**config.mk**
```make
export PLATFORM = sky130hd
export DESIGN_NAME = rpfa_ctrl
export DESIGN_NICKNAME = d
export VERILOG_FILES = /design/src/rtl/rpfa_pkg.sv /design/src/rtl/rpfa_ctrl.sv
export SDC_FILE = /design/constraint.sdc
export NUM_CORES = 1
export LEC_CHECK = 0
export ABC_AREA = 1
export ABC_CLOCK_PERIOD_IN_PS = 1200
export BUFFER_PORTS_ARGS = -buffer_cell sky130_fd_sc_hd__buf_2
export CAP_MARGIN = 20
export CORE_MARGIN = 1
export CORE_UTILIZATION = 47
export CTS_BUF_LIST = sky130_fd_sc_hd__clkbuf_8
export DETAILED_ROUTE_END_ITERATION = 10
export HOLD_SLACK_MARGIN = 0.15
export PLACE_DENSITY_LB_ADDON = 0.1
export SLEW_MARGIN = 20
export SYNTH_ARGS = -nofsm -noshare
export SYNTH_HDL_FRONTEND = slang
export SYNTH_SLANG_ARGS = --single-unit
```
**constraint.sdc**
```tcl
create_clock -name clk_i -period 1.2 [get_ports clk_i]
set_input_delay 0.12 -clock clk_i [delete_from_list [all_inputs] [get_ports clk_i]]
set_output_delay 0.12 -clock clk_i [all_outputs]
set_load 0.005 [all_outputs]
```
**src/rtl/rpfa_pkg.sv**
```systemverilog
// Shared types and codes for the randomized page frame allocator.
package rpfa_pkg;

  localparam int unsigned ReqW  = 2;
  localparam int unsigned StW   = 3;
  localparam int unsigned AddrW = 32;
  localparam int unsigned RndW  = 31;
  localparam int unsigned CntW  = 7;

  typedef enum logic [1:0] {
    REQ_FREE  = 2'd0,
    REQ_ALLOC = 2'd1,
    REQ_DUMP  = 2'd2,
    REQ_NONE  = 2'd3
  } req_e;

  typedef enum logic [2:0] {
    ST_OK       = 3'd0,
    ST_EMPTY    = 3'd1,
    ST_BADADDR  = 3'd2,
    ST_DUMPLONG = 3'd3,
    ST_FULL     = 3'd4
  } status_e;

  typedef enum logic [0:0] {
    CFG_KERNEL_END = 1'b0,
    CFG_PHYS_TOP   = 1'b1
  } cfg_e;

  // controller -> datapath
  typedef struct packed {
    logic load;       // capture request word
    logic free_push;  // write frame at head
    logic div_start;  // start remainder unit
    logic rd_slot;    // issue read of chosen slot
    logic cap_frame;  // capture read frame, record grant
    logic shift_rd;   // read slot+1 during removal
    logic shift_wr;   // write slot, advance
    logic dump_start; // init dump pointer
    logic dump_rd;    // read history entry
    logic emit;       // load output register
    logic [StW-1:0] emit_status;
    logic emit_addr;  // drive address from datapath
    logic emit_dump;  // use history data
    logic emit_last;
  } rpfa_cmd_t;

  // datapath -> controller
  typedef struct packed {
    logic [ReqW-1:0] req;
    logic bad_addr;
    logic full;
    logic empty;
    logic dump_bad;
    logic dump_zero;
    logic div_done;
    logic shift_done;
    logic dump_last;
    logic out_busy;
  } rpfa_sts_t;

endpackage

```
**src/rtl/rpfa_ctrl.sv**
```systemverilog
// Request sequencer for the page frame allocator.
module rpfa_ctrl
  import rpfa_pkg::*;
(
  input  logic      clk_i,
  input  logic      rst_ni,
  input  logic      in_valid_i,
  output logic      in_ready_o,
  input  rpfa_sts_t sts_i,
  output rpfa_cmd_t cmd_o
);

  typedef enum logic [10:0] {
    S_IDLE  = 11'b00000000001,
    S_DEC   = 11'b00000000010,
    S_DIV   = 11'b00000000100,
    S_RD    = 11'b00000001000,
    S_CAP   = 11'b00000010000,
    S_SHRD  = 11'b00000100000,
    S_SHWR  = 11'b00001000000,
    S_GRANT = 11'b00010000000,
    S_DRD   = 11'b00100000000,
    S_DWAIT = 11'b01000000000,
    S_DEMIT = 11'b10000000000
  } state_e;

  state_e state_q, state_d;

  assign in_ready_o = (state_q == S_IDLE);

  always_comb begin
    state_d = state_q;
    cmd_o   = '0;
    case (state_q)
      S_IDLE: begin
        if (in_valid_i) begin
          cmd_o.load = 1'b1;
          state_d    = S_DEC;
        end
      end
      S_DEC: begin
        if (!sts_i.out_busy) begin
          state_d = S_IDLE;
          case (sts_i.req)
            REQ_FREE: begin
              cmd_o.emit      = 1'b1;
              cmd_o.emit_last = 1'b1;
              if (sts_i.bad_addr) cmd_o.emit_status = ST_BADADDR;
              else if (sts_i.full) cmd_o.emit_status = ST_FULL;
              else begin
                cmd_o.emit_status = ST_OK;
                cmd_o.free_push   = 1'b1;
              end
            end
            REQ_ALLOC: begin
              if (sts_i.empty) begin
                cmd_o.emit        = 1'b1;
                cmd_o.emit_last   = 1'b1;
                cmd_o.emit_status = ST_EMPTY;
              end else begin
                cmd_o.div_start = 1'b1;
                state_d         = S_DIV;
              end
            end
            REQ_DUMP: begin
              if (sts_i.dump_bad || sts_i.dump_zero) begin
                cmd_o.emit        = 1'b1;
                cmd_o.emit_last   = 1'b1;
                cmd_o.emit_status = sts_i.dump_bad ? ST_DUMPLONG : ST_OK;
              end else begin
                cmd_o.dump_start = 1'b1;
                state_d          = S_DRD;
              end
            end
            default: state_d = S_IDLE;
          endcase
        end
      end
      S_DIV: if (sts_i.div_done) state_d = S_RD;
      S_RD: begin
        cmd_o.rd_slot = 1'b1;
        state_d       = S_CAP;
      end
      S_CAP: begin
        cmd_o.cap_frame = 1'b1;
        state_d         = S_SHRD;
      end
      S_SHRD: begin
        if (sts_i.shift_done) state_d = S_GRANT;
        else begin
          cmd_o.shift_rd = 1'b1;
          state_d        = S_SHWR;
        end
      end
      S_SHWR: begin
        cmd_o.shift_wr = 1'b1;
        state_d        = S_SHRD;
      end
      S_GRANT: begin
        if (!sts_i.out_busy) begin
          cmd_o.emit        = 1'b1;
          cmd_o.emit_last   = 1'b1;
          cmd_o.emit_addr   = 1'b1;
          cmd_o.emit_status = ST_OK;
          state_d           = S_IDLE;
        end
      end
      S_DRD: begin
        cmd_o.dump_rd = 1'b1;
        state_d       = S_DWAIT;
      end
      S_DWAIT: state_d = S_DEMIT;
      S_DEMIT: begin
        if (!sts_i.out_busy) begin
          cmd_o.emit        = 1'b1;
          cmd_o.emit_addr   = 1'b1;
          cmd_o.emit_dump   = 1'b1;
          cmd_o.emit_status = ST_OK;
          cmd_o.emit_last   = sts_i.dump_last;
          state_d           = sts_i.dump_last ? S_IDLE : S_DRD;
        end
      end
      default: state_d = S_IDLE;
    endcase
  end

  always_ff @(posedge clk_i or negedge rst_ni) begin
    if (!rst_ni) state_q <= S_IDLE;
    else state_q <= state_d;
  end

endmodule

```
# After elaboration in Yosys (flattened, before gate mapping)
# Index checks and enable logic that the tools add are counted.
[op_classes] magnitude_cmp=0 n_mux=48 eq_ne=18 n_reduce_logical=4 bitwise=0 mul=0 add_sub_neg=0 div_mod_pow=0 shifts=0
[ops] operator="case mux 11 bit (10 select lines)" count=1
[ops] operator="two-way mux 11 bit" count=5
[ops] operator="case mux 4 bit (3 select lines)" count=2
[ops] operator="two-way mux 1 bit" count=22
[ops] operator="case mux 11 bit (2 select lines)" count=1
[ops] operator="two-way mux 9 bit" count=2
[ops] operator="two-way mux 4 bit" count=3
[ops] operator="equality test 11 x 1 -> 1 bit (second input constant)" count=1
[ops] operator="equality test 11 x 10 -> 1 bit (second input constant)" count=1
[ops] operator="equality test 11 bit (second input constant)" count=1
[ops] operator="equality test 11 x 2 -> 1 bit (second input constant)" count=1
[ops] operator="equality test 11 x 3 -> 1 bit (second input constant)" count=1
[ops] operator="equality test 11 x 4 -> 1 bit (second input constant)" count=1
[ops] operator="equality test 11 x 5 -> 1 bit (second input constant)" count=1
[ops] operator="equality test 11 x 6 -> 1 bit (second input constant)" count=1
[ops] operator="equality test 11 x 7 -> 1 bit (second input constant)" count=1
[ops] operator="equality test 11 x 8 -> 1 bit (second input constant)" count=1
[ops] operator="equality test 11 x 9 -> 1 bit (second input constant)" count=1
[ops] operator="inequality test 2 bit (second input constant)" count=5
[ops] operator="two-way mux 3 bit" count=3
[ops] operator="two-way mux 8 bit" count=1
[ops] operator="two-way mux 7 bit" count=1
[ops] operator="two-way mux 2 bit" count=3
[ops] operator="case mux 1 bit (3 select lines)" count=2
[ops] operator="8 further kinds" count=8
[totals] word_cells=71 latch_bits=0 ramBits=0 mem_count=0 romBits=0 output_inout_bits=17 regBits=11 in_bits=14

# Depth between registers and ports, before layout
[logic_depth] depth_word=5 mapped_depth=10 mapped_depth_nobuf=10

# Worst setup path before layout
# No wires, ideal clock.
[synth_timing] path_kind="register to output" from="register state_q[10]" to="output cmd_o[0] (netlist name)" path_slack_ns=-0.124 path_stages_with_launch=10 arrival_time_ns=1.204 t_required_ns=1.080 path_buffers=0 path_cell_list="dfrtp_1 > nor2_2 > nand2_4 > nor2_8 > nand2_4 > clkinv_2 > nand2_4 > nor2_4 > o21ai_1 > o211ai_1"
[synth_rtl] element="from (decl)" line="rpfa_ctrl.sv:27" source="state_e state_q, state_d;"
[synth_rtl] element="from (signal assigned)" line="rpfa_ctrl.sv:129" source="else state_q <= state_d;"
[synth_rtl] element="to (decl)" line="rpfa_ctrl.sv:10" source="output rpfa_cmd_t cmd_o"

==> metrics.csv <==
stage,metric,value,unit
route,via count,1553,
cells_and_area,number of inserted filler cells in the final layout,59,
cts,Max H-tree Level,1,
cells_and_area,fraction of final layout cells sized beyond drive strength 1,60.3,%
worst_setup_path,Crit path largest cell delay,0.40,ns
pwr,maximum resistive drop on vdd,1240,uV
synthesis,number of warnings reported in the yosys synthesis log,0,
sta,Clock Skew,0.00105,ns
die,horizontal die dimension,48.1,um
worst_setup_path,highest fanout seen on the critical path,3,
grt,via count of the first global-routing pass,1227,
route,Total Wirelength,5300,um
worst_setup_path,ordered list of cells on the worst path,nor2_2 -> nand2_4 -> nor2_8 -> nand2_4 -> clkinv_4 -> nand2_4 -> nor2_4 -> o21ai_2 -> o211ai_1 -> buf_2,
die,placeable core region,1980,um^2
worst_setup_path,critical path required time,1.08,ns
route,total iterations of the first detailed-routing run,5,
run,max-cap violation count,0,
sta,Highest Clock Rate,536,MHz
cells_and_area,"Most flops, register",state_q,
route,First DRT Iteration DRCs,138,
worst_setup_path,arrival time at the worst endpoint,1.75,ns
cts,CTS tree,yes,
synthesis,gate count of the mapped netlist,151,
die,Die Height,48.1,um
place,count of buffers from port buffering,30,
synthesis,sequential fraction of the synthesis area,27.7,%
sta,Worst Hold Margin,0.221,ns
grt,total global routing overflow,0,
sta,time the final worst path needs with I/O delays and setup,1.87,ns
grt,largest net degree at the start of global routing,12,
synthesis,number of library cell types mapped by synthesis,25,
cts,sink count of the clock tree,11,
synthesis,mean area per synthesized cell,6.60,um^2
cts,TritonCTS Buffers,3,
cts,clock-pin slew of the registers on the worst-case setup and hold paths,0.05,ns
sta,worst-margin pin slew,0.357,ns
cells_and_area,register area,277,um^2
place,final weighted congestion of routability-driven global placement,0.892,
place,total instance count after detailed placement,233,
sta,"Worst Setup Slack, final",-0.665,ns
synthesis,combined area of all synthesized cells,997,um^2
route,antenna-violating nets left,0,
cells_and_area,growth of design area from synthesis to finish,88.6,%
sta,RSZ-0062 raised after global routing,yes,
route,post-detailed-route wirelength per cell,19.9,um
route,Post-route DRC,0,
sta,number of endpoints failing setup at the final stage,28,
worst_setup_path,Slowest cell on crit path,sky130_fd_sc_hd__dfrtp_1,
synthesis,post-synthesis net count,169,
sta,number of max-slew violations in the final report,0,
die,starting density of the core,50.3,%
pwr,leakage power total,0.00106,uW
grt,initial antenna violation count,0,
cts,clock latency at the later pin of the worst-skew pair,0.25,ns
sta,Max-slew headroom,76.0,%
grt,total routing usage reported by global routing,33.4,%
worst_setup_path,Crit Path Category,reg -> out,
synthesis,Yosys reg bits,11,
grt,first-pass GRT wire length,5100,um
cells_and_area,final cell count without fillers,266,
cells_and_area,antenna diode count,0,
run_status,outcome,"finished, violations left",
cells_and_area,number of flip-flops in the largest register,11,
die,count of pins on the block boundary,31,
worst_hold_path,worst min path class,in -> reg,
place,HPWL after detailed placement,2080,um
route,ratio of routed vias to standard cells,5.84,
pwr,total power density per cell area,1200,nW/um^2
cells_and_area,combined area of the multi-input logic cells,788,um^2
cts,Clock Tree Root,sky130_fd_sc_hd__clkbuf_8,
worst_setup_path,type of origin of the critical path,register,
sta,"Period Utilization, post-route",155,%
die,total number of placement rows,16,
cells_and_area,Largest regs,state_q: 11 flops,
worst_setup_path,capturing element type of the critical path,output pin,
die,die outline area,2310,um^2
run_status,violations in the final reports,negative setup slack,
worst_setup_path,cell occurring most often along the worst timing path,sky130_fd_sc_hd__nand2_4,
sta,count of final hold-check violations,0,
cts,clk buf depth,2,
cells_and_area,net total in the final layout,258,
[through the flow]
stage | power (uW) | setup slack, ns | instance area, um^2 | utilization (%) | setup TNS, ns
floorplan | 982 | -0.118 | 1010 | - | -0.694
global placement | 1250 | -0.245 | 1380 | 69.7 | -3.91
detailed placement | 1270 | -0.273 | 1380 | 69.7 | -4.43
CTS | 1760 | -0.511 | 1640 | 82.7 | -9.79
global route | 2340 | -0.691 | 1880 | 94.9 | -14.69
finish | 2260 | -0.665 | 1880 | 94.9 | -13.36
[cells by family after synthesis]
logic type,synth area share (%)
AOI/OAI and AO/OA,5.27
adders and majority gates,5.02
buffers and inverters,12.2
DFF,27.7
and+or+nand+nor,49.8
[per-layer routing]
metal	wire length, um	share of wire [%]	track usage [%]	vias up
met3	493	9.3	7.55	54
met4	441	8.3	26.7	0
li1	-	-	-	647
met2	2620	49	56.8	136
met5	0	0	0	-
met1	1750	33	35.2	716
[synth_stat cells, drive strengths merged]
cell     n  area (um^2)
a21oi    4         20.0
nand3   14         75.1
nor3b    1         7.51
o21ai    5         25.0
dfstp    1         26.3
nand4    2         12.5
inv     31          116
nor3     7         40.0
nor4     2         12.5
nand2   39          189
nand3b   2         15.0
nor2    27          145
ha       4         50.1
clkinv   1         5.00
o211ai   1         7.51
dfrtp   10          250
[cell usage in the layout (no fill, tap or decap), types with 2 or more instances in the layout]
cell,synthesis,routed
sky130_fd_sc_hd__o21ai_0,3,3
sky130_fd_sc_hd__inv_2,2,7
sky130_fd_sc_hd__nand2_2,2,6
sky130_fd_sc_hd__nand2_4,5,10
sky130_fd_sc_hd__nand3b_1,2,2
sky130_fd_sc_hd__buf_2,0,29
sky130_fd_sc_hd__ha_1,4,4
sky130_fd_sc_hd__nor2_4,2,7
sky130_fd_sc_hd__o21ai_2,0,2
sky130_fd_sc_hd__a21oi_2,0,2
sky130_fd_sc_hd__nand4_1,2,2
sky130_fd_sc_hd__nor3_2,1,2
sky130_fd_sc_hd__nand3_2,1,2
sky130_fd_sc_hd__inv_4,0,3
sky130_fd_sc_hd__buf_4,0,42
sky130_fd_sc_hd__nand3_1,13,12
sky130_fd_sc_hd__clkbuf_8,0,3
sky130_fd_sc_hd__dfrtp_1,10,10
sky130_fd_sc_hd__dlygate4sd3_1,0,2
sky130_fd_sc_hd__a21oi_1,4,2
sky130_fd_sc_hd__nor2_1,19,11
sky130_fd_sc_hd__nor2_2,5,8
sky130_fd_sc_hd__inv_1,29,22
sky130_fd_sc_hd__nor3_4,0,4
sky130_fd_sc_hd__buf_6,0,11
sky130_fd_sc_hd__nand2_1,32,23
[worst paths after layout]
path,depth (start not counted),endpoint,slack [ns],from
max,10,cmd_o[0],-0.67,state_q[5]$_DFFE_PN0P_
min,4,state_q[8]$_DFFE_PN0P_,0.22,sts_i[4]
max reg2reg,11,state_q[1]$_DFFE_PN0P_,-0.58,state_q[5]$_DFFE_PN0P_
min reg2reg,3,state_q[0]$_DFFE_PN1P_,0.69,state_q[0]$_DFFE_PN1P_
max in group asynchronous,2,state_q[0]$_DFFE_PN1P_,0.62,rst_ni
min in group asynchronous,2,state_q[9]$_DFFE_PN0P_,0.30,rst_ni
[cell type report]
class,count,share of cell area (%)
timing repair buffer,84,32.1
inverter,32,7.05
clock inverter,1,0.200
clock buffer,3,2.20
tap,27,1.80
multi-input combinational,108,41.9
sequential,11,14.7
[worst max-delay path: cells and delay by family (launching register included)]
family          cells  cell delay [ns]
buf+inv             2             0.21
simple gates        6             0.71
flops               1             0.40
compound gates      2             0.18
[power breakdown]
group	leakage [uW]	switching, uW	internal, uW
Clock	0.0000269	160	226
Sequential	0.000149	53.0	422
Combinational	0.000888	789	605
[what timing repair did]
item                                    4_1_cts  5_1_grt
resized for setup                            23       42
pin swaps                                    12       16
endpoints found under the setup margin       25       28
hold buffers                                  2        0
hold endpoints to repair                     13        0
setup buffers                                15       14
No activity file was read; power rests on OpenSTA's default activity.
